[src/hdl/pcmsu_pkg.sv]
// Package for the PCM byte stream sample unpacker: format codes, register
// indexes and the sample decode functions (mu-law, IEEE float to Q1.31).
// No dependencies.
package pcmsu_pkg;

    // Channel limit of one frame; the 4 bit channel index reaches 15
    localparam int MAX_CHANNELS = 16;

    // Sample format codes
    typedef enum logic [2:0] {
        FMT_MULAW8  = 3'd0,
        FMT_LIN8    = 3'd1,
        FMT_LIN16   = 3'd2,
        FMT_LIN24   = 3'd3,
        FMT_LIN32   = 3'd4,
        FMT_FLOAT32 = 3'd5,
        FMT_FLOAT64 = 3'd6
    } fmt_t;

    // Configuration register indexes
    localparam logic [1:0] CFG_SAMPLE_FORMAT = 2'd0;
    localparam logic [1:0] CFG_BIG_ENDIAN    = 2'd1;
    localparam logic [1:0] CFG_CHANNEL_COUNT = 2'd2;

    // Reset values of the configuration registers
    localparam logic [2:0] FORMAT_RESET        = FMT_LIN16;
    localparam logic [4:0] CHANNEL_COUNT_RESET = 5'd2;

    // Bytes per sample; zero for the unused format code
    function automatic logic [3:0] bytes_for_format(input logic [2:0] fmt);
        logic [3:0] n;
        case (fmt)
            FMT_MULAW8, FMT_LIN8:     n = 4'd1;
            FMT_LIN16:                n = 4'd2;
            FMT_LIN24:                n = 4'd3;
            FMT_LIN32, FMT_FLOAT32:   n = 4'd4;
            FMT_FLOAT64:              n = 4'd8;
            default:                  n = 4'd0;
        endcase
        return n;
    endfunction

    // G.711 mu-law code to 16 bit two's complement linear value
    function automatic logic [15:0] mulaw_decode(input logic [7:0] code);
        logic [7:0]  u;
        logic [2:0]  ex;
        logic [14:0] mag;
        u   = ~code;
        ex  = u[6:4];
        mag = ((15'({u[3:0], 3'b000}) + 15'h0084) << ex) - 15'h0084;
        return u[7] ? (16'd0 - {1'b0, mag}) : {1'b0, mag};
    endfunction

    // IEEE float32 (low word) or float64 to Q1.31, truncate toward zero,
    // saturate at full scale, NaN gives zero
    function automatic logic [31:0] float_to_q31(input logic [63:0] g,
                                                 input logic        is_double);
        logic        sign;
        logic [10:0] e;
        logic [10:0] e_eff;
        logic [10:0] expmax;
        logic [10:0] bias;
        logic [51:0] frac;
        logic [52:0] m;
        logic [52:0] shifted;
        logic [11:0] sa;
        logic [31:0] mag;
        logic [31:0] res;
        if (is_double) begin
            sign   = g[63];
            e      = g[62:52];
            frac   = g[51:0];
            expmax = 11'h7FF;
            bias   = 11'd1023;
        end else begin
            sign   = g[31];
            e      = {3'b000, g[30:23]};
            frac   = {g[22:0], 29'd0};
            expmax = 11'h0FF;
            bias   = 11'd127;
        end
        // Mantissa aligned with its leading bit at bit 52 in both formats
        m       = {(e != 11'd0), frac};
        e_eff   = (e == 11'd0) ? 11'd1 : e;
        sa      = 12'd21 + {1'b0, bias} - {1'b0, e_eff};
        shifted = m >> sa[5:0];
        mag     = shifted[31:0];
        if (e == expmax) begin
            if (frac != 52'd0) begin
                res = 32'd0;
            end else begin
                res = sign ? 32'h8000_0000 : 32'h7FFF_FFFF;
            end
        end else if (e_eff >= bias) begin
            res = sign ? 32'h8000_0000 : 32'h7FFF_FFFF;
        end else if (sa > 12'd52) begin
            res = 32'd0;
        end else begin
            res = sign ? (32'd0 - mag) : mag;
        end
        return res;
    endfunction

endpackage

[src/hdl/pcm_byte_stream_sample_unpacker_top.sv]
// Top level of the PCM byte stream sample unpacker: byte gather, sample
// decode register and result register. Depends on pcmsu_pkg.
//
// Usage:
//   The input channel (s_valid/s_ready/s_data_byte) takes one raw byte of an
//   interleaved audio stream per beat. Bytes are gathered into a sample in
//   the configured format and byte order; each completed sample leaves on
//   the result channel (m_valid/m_ready) as a Q1.31 value with its channel
//   index, frame index and an end-of-frame flag. Bytes that do not finish a
//   sample give no result; with the unused format code bytes are dropped.
//   Throughput: one byte per cycle, sustained, with the receiver ready.
//   After the beat of its last byte a result passes the decode register and
//   then the result register.
//   The decode register and the result register form a two deep pipeline,
//   so a new byte is taken while a result waits; when the receiver stalls
//   both fill and then s_ready drops until the result is taken.
//   Configuration (cfg_we/cfg_addr/cfg_wdata) is for the user to write only
//   while no sample is in flight; the block does not enforce this. Reset
//   (aresetn low, synchronous) restores 16 bit little endian stereo and
//   clears the gather, channel and frame positions.
module pcm_byte_stream_sample_unpacker_top
    import pcmsu_pkg::*;
(
    input  logic               aclk,
    input  logic               aresetn,
    // configuration write port
    input  logic               cfg_we,
    input  logic [1:0]         cfg_addr,
    input  logic [4:0]         cfg_wdata,
    // byte input
    input  logic               s_valid,
    output logic               s_ready,
    input  logic [7:0]         s_data_byte,
    // sample output
    output logic               m_valid,
    input  logic               m_ready,
    output logic signed [31:0] m_sample_value,
    output logic [3:0]         m_channel_number,
    output logic [31:0]        m_frame_number,
    output logic               m_frame_end
);

    // Configuration
    logic [2:0]  fmt_reg;
    logic        big_endian_reg;
    logic [4:0]  chan_count_reg;

    // Gather and position state
    logic [63:0] gather_reg;
    logic [63:0] gather_next;
    logic [2:0]  byte_pos_reg;
    logic [3:0]  chan_pos_reg;
    logic [31:0] frame_reg;

    // Decode register
    logic        a_valid_reg;
    logic [63:0] a_gather_reg;
    logic [2:0]  a_fmt_reg;
    logic [3:0]  a_chan_reg;
    logic [31:0] a_frame_reg;
    logic        a_last_reg;

    // Result register
    logic        m_valid_reg;
    logic [31:0] m_sample_reg;
    logic [3:0]  m_chan_reg;
    logic [31:0] m_frame_reg;
    logic        m_last_reg;

    logic [3:0]  need;
    logic        fmt_ok;
    logic        s_beat;
    logic        sample_done;
    logic        a_load;
    logic        a_advance;
    logic [4:0]  eff_count;
    logic        chan_last;
    logic [31:0] decoded;

    // Handshake
    assign a_advance = !m_valid_reg || m_ready;
    assign s_ready   = !a_valid_reg || a_advance;
    assign s_beat    = s_valid && s_ready;

    // Gather the new byte in the configured order
    assign need        = bytes_for_format(fmt_reg);
    assign fmt_ok      = (need != 4'd0);
    assign gather_next = big_endian_reg ? {gather_reg[55:0], s_data_byte}
                       : (gather_reg | (64'(s_data_byte) << {byte_pos_reg, 3'b000}));
    assign sample_done = (({1'b0, byte_pos_reg} + 4'd1) >= need);
    assign a_load      = s_beat && fmt_ok && sample_done;

    // Clamp the channel count to 1 .. MAX_CHANNELS
    always_comb begin
        if (chan_count_reg == 5'd0) begin
            eff_count = 5'd1;
        end else if (chan_count_reg > 5'(MAX_CHANNELS)) begin
            eff_count = 5'(MAX_CHANNELS);
        end else begin
            eff_count = chan_count_reg;
        end
    end
    assign chan_last = (({1'b0, chan_pos_reg} + 5'd1) >= eff_count);

    // Configuration registers
    always_ff @(posedge aclk) begin
        if (!aresetn) begin
            fmt_reg        <= FORMAT_RESET;
            big_endian_reg <= 1'b0;
            chan_count_reg <= CHANNEL_COUNT_RESET;
        end else if (cfg_we) begin
            case (cfg_addr)
                CFG_SAMPLE_FORMAT: fmt_reg        <= cfg_wdata[2:0];
                CFG_BIG_ENDIAN:    big_endian_reg <= cfg_wdata[0];
                CFG_CHANNEL_COUNT: chan_count_reg <= cfg_wdata;
                default: ;
            endcase
        end
    end

    // Advance the gather, channel and frame positions on each byte beat of a used format
    always_ff @(posedge aclk) begin
        if (!aresetn) begin
            gather_reg   <= 64'd0;
            byte_pos_reg <= 3'd0;
            chan_pos_reg <= 4'd0;
            frame_reg    <= 32'd0;
        end else if (s_beat && fmt_ok) begin
            if (sample_done) begin
                gather_reg   <= 64'd0;
                byte_pos_reg <= 3'd0;
                if (chan_last) begin
                    chan_pos_reg <= 4'd0;
                    frame_reg    <= frame_reg + 32'd1;
                end else begin
                    chan_pos_reg <= chan_pos_reg + 4'd1;
                end
            end else begin
                gather_reg   <= gather_next;
                byte_pos_reg <= byte_pos_reg + 3'd1;
            end
        end
    end

    // Decode register: hold a completed sample until the result stage frees
    always_ff @(posedge aclk) begin
        if (!aresetn) begin
            a_valid_reg <= 1'b0;
        end else if (a_load) begin
            a_valid_reg <= 1'b1;
        end else if (a_advance) begin
            a_valid_reg <= 1'b0;
        end
    end

    always_ff @(posedge aclk) begin
        if (a_load) begin
            a_gather_reg <= gather_next;
            a_fmt_reg    <= fmt_reg;
            a_chan_reg   <= chan_pos_reg;
            a_frame_reg  <= frame_reg;
            a_last_reg   <= chan_last;
        end
    end

    // Decode the gathered bytes to Q1.31
    always_comb begin
        case (a_fmt_reg)
            FMT_MULAW8:  decoded = {mulaw_decode(a_gather_reg[7:0]), 16'd0};
            FMT_LIN8:    decoded = {a_gather_reg[7:0], 24'd0};
            FMT_LIN16:   decoded = {a_gather_reg[15:0], 16'd0};
            FMT_LIN24:   decoded = {a_gather_reg[23:0], 8'd0};
            FMT_LIN32:   decoded = a_gather_reg[31:0];
            FMT_FLOAT32: decoded = float_to_q31(a_gather_reg, 1'b0);
            FMT_FLOAT64: decoded = float_to_q31(a_gather_reg, 1'b1);
            default:     decoded = 32'd0;
        endcase
    end

    // Result register
    always_ff @(posedge aclk) begin
        if (!aresetn) begin
            m_valid_reg <= 1'b0;
        end else if (a_advance) begin
            m_valid_reg <= a_valid_reg;
        end
    end

    always_ff @(posedge aclk) begin
        if (a_advance && a_valid_reg) begin
            m_sample_reg <= decoded;
            m_chan_reg   <= a_chan_reg;
            m_frame_reg  <= a_frame_reg;
            m_last_reg   <= a_last_reg;
        end
    end

    assign m_valid          = m_valid_reg;
    assign m_sample_value   = $signed(m_sample_reg);
    assign m_channel_number = m_chan_reg;
    assign m_frame_number   = m_frame_reg;
    assign m_frame_end      = m_last_reg;

    // A completed sample leaves the gather empty
    assert property (@(posedge aclk) disable iff (!aresetn)
        a_load |=> (gather_reg == 64'd0) && (byte_pos_reg == 3'd0))
        else $error("gather not cleared after completed sample");

    // A sample that is not the last of its frame lies below the channel count
    assert property (@(posedge aclk) disable iff (!aresetn)
        (m_valid && !m_frame_end) |-> (({1'b0, m_channel_number} + 5'd1) < eff_count))
        else $error("channel index beyond frame without frame end");

    // A decoded sample is held while the result stage is stalled
    assert property (@(posedge aclk) disable iff (!aresetn)
        (a_valid_reg && !a_advance) |=> a_valid_reg && $stable(a_chan_reg)
                                        && $stable(a_frame_reg))
        else $error("decode register lost a stalled sample");

endmodule
[config.mk]
export PLATFORM = sky130hd
export DESIGN_NAME = pcm_byte_stream_sample_unpacker_top
export DESIGN_NICKNAME = d
export VERILOG_FILES = /design/src/hdl/pcmsu_pkg.sv /design/src/hdl/pcm_byte_stream_sample_unpacker_top.sv
export SDC_FILE = /design/constraint.sdc
export NUM_CORES = 1
export LEC_CHECK = 0
export ABC_CLOCK_PERIOD_IN_PS = 21400
export BUFFER_PORTS_ARGS = -buffer_cell sky130_fd_sc_hd__buf_4
export CORE_MARGIN = 8
export CORE_UTILIZATION = 30
export DETAILED_ROUTE_END_ITERATION = 12
export GPL_ROUTABILITY_DRIVEN = 1
export PLACE_DENSITY_LB_ADDON = 0.15
export SYNTH_ARGS = -nofsm -noshare
export SYNTH_HDL_FRONTEND = slang
export SYNTH_SLANG_ARGS = --single-unit
[constraint.sdc]
create_clock -name aclk -period 21.4 [get_ports aclk]
set_input_delay 3.21 -clock aclk [delete_from_list [all_inputs] [get_ports aclk]]
set_output_delay 3.21 -clock aclk [all_outputs]
set_load 0.02 [all_outputs]
==> run metrics, run 1 <==
largest cells by area after synthesis sky130_fd_sc_hd__edfxtp_1 23%, sky130_fd_sc_hd__dfxtp_1 10%, sky130_fd_sc_hd__nand2_1 6.4%; last weighted congestion value of the routability-driven placer 0.968; floorplan die height approximately 290 um; cell taking the most area after synthesis sky130_fd_sc_hd__edfxtp_1; Core Util, Final 33.8%; Initial DRT Pass Iterations 5; routed vias 22800; transition time at the pin with the least slew margin 1.23 ns; number of synthesized flops with an enable pin 173; Peak VDD IR approximately 42 uV; effective utilization at floorplan 30.1%; kind of start point of the critical path register; power density over cell area a little under 100 nW/um^2; Resize count post-CTS 0; number of buffer and inverter instances along the worst setup path 4; Die Outline Area 84700 um^2; clock slew seen by the registers of the worst setup and hold paths 0.05 ns; area share of the leading cell type in the synthesized netlist 22.9%; Slowest-stage cell, CP sky130_fd_sc_hd__or4_1; Period minus WS final 8.19 ns; number of failing setup endpoints in the final timing report 0; required time at the worst-slack endpoint between 20 and 25 ns; average size of a mapped cell 8.33 um^2; drt first-iter violations 2726; result of the run completed; number of buffers inserted for hold repair after clock tree synthesis 0; detailed route wirelength on metal2 47.7 mm; growth of design area from synthesis to finish 12.4%; IO Pins 91; Primary FF master, synth sky130_fd_sc_hd__edfxtp_1; worst reg-to-reg setup slack approximately 13 ns; source-to-sink clock delay at the later pin of the worst-skew pair 0.55 ns; hold-critical path depth 0; data arrival time at the worst-slack endpoint between 8 and 9 ns; uppermost routed layer met5; fraction of synthesis flops using an asynchronous set or reset pin 0%; DRT Wirelength ~100 mm; logic depth of the worst register-to-register path 19; Setup Total Neg Slack 0 ns; aggregate global-route resource usage 23.1%; largest net degree at the start of global routing around 120; routed length on met1 43.6 mm; clock buffer count from CTS 36; RSZ-0062 raised after global routing no; path category of the worst min-delay check reg2reg; count of mapped cells out of synthesis 2726; worst max-slew margin expressed relative to the limit roughly 18%; Final Hold Vio Count 0; warnings from Yosys 0; Worst R2R End m_sample_value[26]; total setup buffers inserted after CTS 0; final number of max-transition violations 0; wire length of the first global-routing pass 151 mm; Yosys cell types 105; number of remaining DRC errors 0; layout net count 2732; hold path startpoint a_frame_reg[17]; startpoint of the worst register-to-register path a_gather_reg[52]; cell breakdown of the critical path buf_4 -> or4_1 -> o31ai_4 -> buf_4 -> inv_4 -> ha_1 -> xor2_4 -> buf_4 -> mux2i_1 -> nor3_1 -> a2111oi_0 -> a2111oi_0 -> a211oi_1 -> o211ai_1 -> nor4_4 -> and3_1 -> and2_4 -> mux2_4 -> o21ai_2; Congestion Overflow GR 0; area of the core 75400 um^2; ANT nets after route 0; most common cell after layout, fill and taps aside sky130_fd_sc_hd__nand2_1; Routed wire per std cell ~28 um; Die Span X around 290 um; leading cell types in the layout, fill and taps excluded 388 x sky130_fd_sc_hd__nand2_1, 195 x sky130_fd_sc_hd__a21oi_1, 173 x sky130_fd_sc_hd__edfxtp_1, 169 x sky130_fd_sc_hd__o21ai_0, 158 x sky130_fd_sc_hd__buf_4; number of global-route vias before repair 21600; Routed met3 length 6.75 mm; antenna cells 0; Max Clk Rate 0.122 GHz; number of synthesized register bits 287; crit-path leading delay family simple AND/OR/NAND/NOR gates; cell repeated most along the worst path sky130_fd_sc_hd__buf_4; path type of the worst setup path reg2reg; CTS Root Cell sky130_fd_sc_hd__clkbuf_16; Max H-tree Level 2; PortBufs 90; Clock Path Buffers 3; total standard cell area after synthesis 22700 um^2; endpoint of the worst hold path m_frame_number[17]; antenna violations before repair 1; Clock Skews around 0.011 ns; leakage component of the power ~8.8 nW; net count after synthesis 2769; clock tree from TritonCTS built; share of cells above drive strength 1 12.3%; Period Utilization, post-route between 30% and 40%; number of placement rows 101; number of max-capacitance violations reported 0; crit-path max cell delay 0.99 ns; worst-case hold slack 0.412 ns; Seq/Total Area, Yosys between 30% and 40%; CTS Sinks 287; sort of element at the end of the critical path register; Worst Path Max Fanout 63; number of vias per cell after detailed routing a little over 6; half-perimeter wire length after placement between 70 and 80 mm
## power by group
part,internal [mW],switching (mW),total [mW]
clock,0.369,0.244,0.613
sequential,0.640,0.0530,0.693
combinational,0.365,0.806,1.17
## stage by stage
stage	instances	area, um^2	total power [mW]	worst slack [ns]
after global routing	3694	25500	2.58	12.82
after CTS	3694	25500	2.47	13.39
after detailed placement	3629	24300	1.84	13.41
after global placement	3629	24300	1.84	13.43
after floorplan	2726	22700	1.43	10.97
final	3694	25500	2.48	13.21
## logic make-up after synthesis
kind of cell	count (synthesis)	synth area share, %
AO/OA/AOI/OAI	885	26.8
XOR/XNOR	100	3.86
adder cells (fa/ha/maj)	23	1.27
buffers and inverters	280	4.98
flip-flops	287	32.9
multiplexers	175	9.15
AND/OR/NAND/NOR	976	21.0
## area by class of cell
| class | instances | area [um^2] |
|---|---|---|
| Clock buffer | 50 | 1000 |
| Clock inverter | 15 | 205 |
| Fill cell | 7893 | 49900 |
| Inverter | 47 | 179 |
| Multi-Input combinational cell | 2159 | 14200 |
| Sequential cell | 287 | 7480 |
| Tap cell | 978 | 1220 |
| Timing Repair Buffer | 158 | 1190 |
## synth_stat cells (28+ instances only)
master / instances
sky130_fd_sc_hd__a221oi_1: 32
sky130_fd_sc_hd__xor2_1: 34
sky130_fd_sc_hd__nand2_1: 389
sky130_fd_sc_hd__a31oi_1: 52
sky130_fd_sc_hd__o21ai_0: 169
sky130_fd_sc_hd__dfxtp_1: 114
sky130_fd_sc_hd__o211ai_1: 38
sky130_fd_sc_hd__and2_1: 58
sky130_fd_sc_hd__nor3_1: 47
sky130_fd_sc_hd__nor4_1: 33
sky130_fd_sc_hd__nand3_1: 86
sky130_fd_sc_hd__a21oi_1: 195
sky130_fd_sc_hd__o22ai_1: 28
sky130_fd_sc_hd__a22oi_1: 30
sky130_fd_sc_hd__mux2i_1: 113
sky130_fd_sc_hd__nor2b_1: 43
sky130_fd_sc_hd__inv_1: 43
sky130_fd_sc_hd__xnor2_1: 66
sky130_fd_sc_hd__mux2_2: 36
sky130_fd_sc_hd__clkbuf_1: 191
sky130_fd_sc_hd__a211oi_1: 43
sky130_fd_sc_hd__nand4_1: 32
sky130_fd_sc_hd__edfxtp_1: 173
sky130_fd_sc_hd__nor2_1: 151
## worst max-delay path by stage
| stage | start | endpoint | depth (start not counted) |
|---|---|---|---|
| 2_1_floorplan | m_ready | frame_reg[28] | 11 |
| 3_3_place_gp | a_gather_reg[52] | m_sample_value[26] | 19 |
| 3_5_place_dp | a_gather_reg[52] | m_sample_value[26] | 19 |
| 4_1_cts | a_gather_reg[52] | m_sample_value[26] | 19 |
| 5_1_grt | a_gather_reg[52] | m_sample_value[26] | 19 |
| 6_report | a_gather_reg[52] | m_sample_value[26] | 19 |
## routing by layer
layer  GRT usage (%)  vias up
met5               0        -
met4            10.2        2
met3            3.37      247
met2            37.9     1089
met1            30.0    11100
li1                -    10300
(Power assumes the default switching activity.)
==> run 2: changes to the inputs <==
--- a/config.mk
+++ b/config.mk
@@ -5,7 +5,8 @@
 export SDC_FILE = /design/constraint.sdc
 export NUM_CORES = 1
 export LEC_CHECK = 0
-export ABC_CLOCK_PERIOD_IN_PS = 21400
+export ABC_AREA = 1
+export ABC_CLOCK_PERIOD_IN_PS = 6800
 export BUFFER_PORTS_ARGS = -buffer_cell sky130_fd_sc_hd__buf_4
 export CORE_MARGIN = 8
 export CORE_UTILIZATION = 30
==> constraint.sdc (replaced) <==
create_clock -name aclk -period 6.8 [get_ports aclk]
set_input_delay 1.02 -clock aclk [delete_from_list [all_inputs] [get_ports aclk]]
set_output_delay 1.02 -clock aclk [all_outputs]
set_load 0.02 [all_outputs]
==> run 2 against run 1 <==
Final area is 7.2% lower. Die area fell by 7.2%. Clock power grew to 3.2 times the previous value. Combinational power grew to 4.4 times the previous value. Fmax is 44% higher. Count of clock-buffer cells in the layout fell by 9. Power rose to 3.8 times the previous value. Highest routed layer is now met4.
==> run metrics, run 2 <==
Die Outline Area 78600 um^2 (was 84700 um^2); Max H-tree Level 2 (unchanged); floorplan die height 280 um (was 291 um); IO Pins 91 (unchanged); Period minus WS final 5.70 ns (was 8.19 ns); clock tree from TritonCTS built (unchanged); PortBufs 90 (unchanged); share of cells above drive strength 1 7.88% (was 12.3%); most repeated cell in the gate-level netlist after synthesis sky130_fd_sc_hd__nand2_1 (unchanged); data arrival time at the worst-slack endpoint 5.97 ns (was 8.60 ns); most frequent cells after synthesis 762 x sky130_fd_sc_hd__nand2_1, 671 x sky130_fd_sc_hd__nand3_1, 333 x sky130_fd_sc_hd__nor2_1, 274 x sky130_fd_sc_hd__inv_1, 173 x sky130_fd_sc_hd__edfxtp_1 (was 389 x sky130_fd_sc_hd__nand2_1, 195 x sky130_fd_sc_hd__a21oi_1, 191 x sky130_fd_sc_hd__clkbuf_1, 173 x sky130_fd_sc_hd__edfxtp_1, 169 x sky130_fd_sc_hd__o21ai_0); number of synthesized flops with an enable pin 173 (unchanged); number of global-route vias before repair 21100 (was 21600); average size of a mapped cell 6.58 um^2 (was 8.33 um^2); number of remaining DRC errors 0 (unchanged); area of the core 69700 um^2 (was 75400 um^2); worst max-slew margin expressed relative to the limit 28.8% (was 17.8%); layout net count 3217 (was 2732); Yosys cell types 59 (was 105); Seq/Total Area, Yosys 35.7% (was 32.9%); Primary FF master, synth sky130_fd_sc_hd__edfxtp_1 (unchanged); half-perimeter wire length after placement 62.3 mm (was 75.0 mm); total setup buffers inserted after CTS 0 (unchanged); Clock Path Buffers 3 (unchanged); antenna violations before repair 0 (was 1); clock buffer count from CTS 34 (was 36); worst-case hold slack 0.403 ns (was 0.412 ns); RSZ-0062 raised after global routing no (unchanged); wire length of the first global-routing pass 126 mm (was 151 mm); clock slew seen by the registers of the worst setup and hold paths 0.06 ns (was 0.05 ns); antenna cells 0 (unchanged); Resize count post-CTS 0 (unchanged); last weighted congestion value of the routability-driven placer 0.938 (was 0.968); logic depth of the worst register-to-register path 26 (was 19); most common cell after layout, fill and taps aside sky130_fd_sc_hd__nand2_1 (unchanged); worst reg-to-reg setup slack 1.10 ns (was 13.21 ns); Congestion Overflow GR 0 (unchanged); total standard cell area after synthesis 21000 um^2 (was 22700 um^2); leading cell types in the layout, fill and taps excluded 761 x sky130_fd_sc_hd__nand2_1, 671 x sky130_fd_sc_hd__nand3_1, 331 x sky130_fd_sc_hd__nor2_1, 273 x sky130_fd_sc_hd__inv_1, 173 x sky130_fd_sc_hd__edfxtp_1 (was 388 x sky130_fd_sc_hd__nand2_1, 195 x sky130_fd_sc_hd__a21oi_1, 173 x sky130_fd_sc_hd__edfxtp_1, 169 x sky130_fd_sc_hd__o21ai_0, 158 x sky130_fd_sc_hd__buf_4); leakage component of the power 10.1 nW (was 8.82 nW); CTS Root Cell sky130_fd_sc_hd__clkbuf_16 (unchanged); effective utilization at floorplan 30.1% (about the same); Routed wire per std cell 20.0 um (was 27.9 um); number of failing setup endpoints in the final timing report 0 (unchanged); drt first-iter violations 2281 (was 2726); number of max-capacitance violations reported 0 (unchanged); path type of the worst setup path reg2reg (unchanged); Setup Total Neg Slack 0 ns (unchanged); Worst Path Max Fanout 28 (was 63); Period Utilization, post-route 83.8% (was 38.3%); hold-critical path depth 0 (unchanged); growth of design area from synthesis to finish 12.8% (was 12.4%); required time at the worst-slack endpoint 7.07 ns (was 21.81 ns); Die Span X 280 um (was 291 um); Initial DRT Pass Iterations 6 (was 5); Final Hold Vio Count 0 (unchanged); count of mapped cells out of synthesis 3186 (was 2726); final number of max-transition violations 0 (unchanged); Clock Skews 0.0253 ns (was 0.0111 ns); power density over cell area 402 nW/um^2 (was 97.2 nW/um^2); cell taking the most area after synthesis sky130_fd_sc_hd__edfxtp_1 (unchanged); aggregate global-route resource usage 20.3% (was 23.1%); Core Util, Final 34.0% (was 33.8%); number of vias per cell after detailed routing 5.37 (was 6.16); area share of the leading cell type in the synthesized netlist 24.8% (was 22.9%); source-to-sink clock delay at the later pin of the worst-skew pair 0.55 ns (about the same); warnings from Yosys 0 (unchanged); number of buffers inserted for hold repair after clock tree synthesis 0 (unchanged); path category of the worst min-delay check reg2reg (unchanged); CTS Sinks 287 (unchanged); ANT nets after route 0 (unchanged); net count after synthesis 3229 (was 2769); fraction of synthesis flops using an asynchronous set or reset pin 0% (unchanged); number of synthesized register bits 287 (unchanged); kind of start point of the critical path register (unchanged); largest net degree at the start of global routing 89 (was 115); overall power consumption 9.51 mW (was 2.48 mW); sort of element at the end of the critical path register (unchanged); total area of multi-input combinational cells 11700 um^2 (was 14200 um^2); largest cells by area after synthesis sky130_fd_sc_hd__edfxtp_1 25%, sky130_fd_sc_hd__nand3_1 16%, sky130_fd_sc_hd__nand2_1 14% (was sky130_fd_sc_hd__edfxtp_1 23%, sky130_fd_sc_hd__dfxtp_1 10%, sky130_fd_sc_hd__nand2_1 6.4%); number of placement rows 97 (was 101); transition time at the pin with the least slew margin 1.06 ns (was 1.23 ns); result of the run completed (unchanged); routed vias 22200 (was 22800); DRT Wirelength 82.8 mm (was 103 mm); number of fillers in the final layout 7606 (was 7893); Max Clk Rate 0.176 GHz (was 0.122 GHz); area taken by flip-flops and latches 7480 um^2 (about the same); Peak VDD IR 175 uV (was 42.5 uV)
==> run 2: changes by cell type after synthesis, sizes merged, moves of 46 or more <==
cell / previous run / this run
nand3: 86 / 672
nand2: 389 / 769
inv: 45 / 293
nor2: 151 / 348
mux2i: 114 / 0
clkbuf: 192 / 98
xnor2: 66 / 6
and2: 59 / 1
a21oi: 195 / 149
==> run 2: final timing paths <==
path / endpoint / start
worst min-delay path: m_frame_number[31] / a_frame_reg[31]
worst min register to register: m_frame_number[31] / a_frame_reg[31]
worst max-delay path: m_sample_value[31] / a_gather_reg[25]
worst max register to register: m_sample_value[31] / a_gather_reg[25]
==> run 2: routing by layer <==
| layer | global-route usage (%) | part of all wire, % | vias to the layer above |
|---|---|---|---|
| met5 | 0 | 0 | - |
| met4 | 6.27 | 2.9 | 0 |
| li1 | - | - | 10800 |
| met1 | 27.4 | 45 | 10500 |
| met2 | 33.7 | 47 | 735 |
| met3 | 2.59 | 5.6 | 131 |
==> run 2: final cells by class <==
| cell class | instances | area share (%) |
|---|---|---|
| flip-flops and latches | 287 | 31.6 |
| clock buffers | 41 | 3.79 |
| repair buffers | 132 | 4.19 |
| inverters | 299 | 4.77 |
| well taps | 940 | 4.97 |
| multi-input cells | 2420 | 49.3 |
| clock inverters | 21 | 1.40 |
==> run 2: stage by stage <==
stage               instances  setup WS [ns]  cell area, um^2
finish                   4140           1.10            23700
global route             4140          0.735            23700
CTS                      4140           1.15            23700
detailed placement       4078           1.15            22400
global placement         4078           1.22            22400
floorplan                3186           1.89            21000
==> run 2: kinds of logic after synthesis <==
family                     count (synthesis)  synth area share, %
DFF                                      287                 35.7
and+or+nand+nor                         1915                 40.1
buffers and inverters                    479                 9.09
adders and majority gates                 23                 1.37
xor gates and xnor gates                  17                0.710
AOI/OAI and AO/OA                        465                 13.1
==> run 2: worst max-delay path: stages (launching register included) <==
cell and delay [ns]:
sky130_fd_sc_hd__edfxtp_1 0.48, sky130_fd_sc_hd__nor2_1 0.25, sky130_fd_sc_hd__nand4_4 0.39, sky130_fd_sc_hd__nand2_4 0.41, sky130_fd_sc_hd__inv_1 0.15, sky130_fd_sc_hd__ha_1 0.24
sky130_fd_sc_hd__o21ai_1 0.27, sky130_fd_sc_hd__xor2_1 0.12, sky130_fd_sc_hd__buf_4 0.18, sky130_fd_sc_hd__nor2_1 0.73, sky130_fd_sc_hd__inv_1 0.23, sky130_fd_sc_hd__o21ai_0 0.24
sky130_fd_sc_hd__inv_1 0.06, sky130_fd_sc_hd__nand2_1 0.17, sky130_fd_sc_hd__inv_1 0.10, sky130_fd_sc_hd__nand2_1 0.07, sky130_fd_sc_hd__nor2_1 0.06, sky130_fd_sc_hd__nand2_1 0.07
sky130_fd_sc_hd__nand2_1 0.14, sky130_fd_sc_hd__nand3_1 0.14, sky130_fd_sc_hd__nand2_1 0.05, sky130_fd_sc_hd__nand3_1 0.19, sky130_fd_sc_hd__nand2_1 0.11, sky130_fd_sc_hd__nand2_1 0.08
sky130_fd_sc_hd__nand2_1 0.06, sky130_fd_sc_hd__nor2_1 0.24, sky130_fd_sc_hd__nand2_1 0.17
==> run 2: where the power goes <==
group          switching [mW]  leakage [nW]  internal [mW]  total [mW]
clock network           0.771         0.597           1.22        1.99
logic                    3.75          6.95           1.42        5.18
registers               0.182          2.57           2.16        2.34
total                    4.71          10.1           4.80        9.51
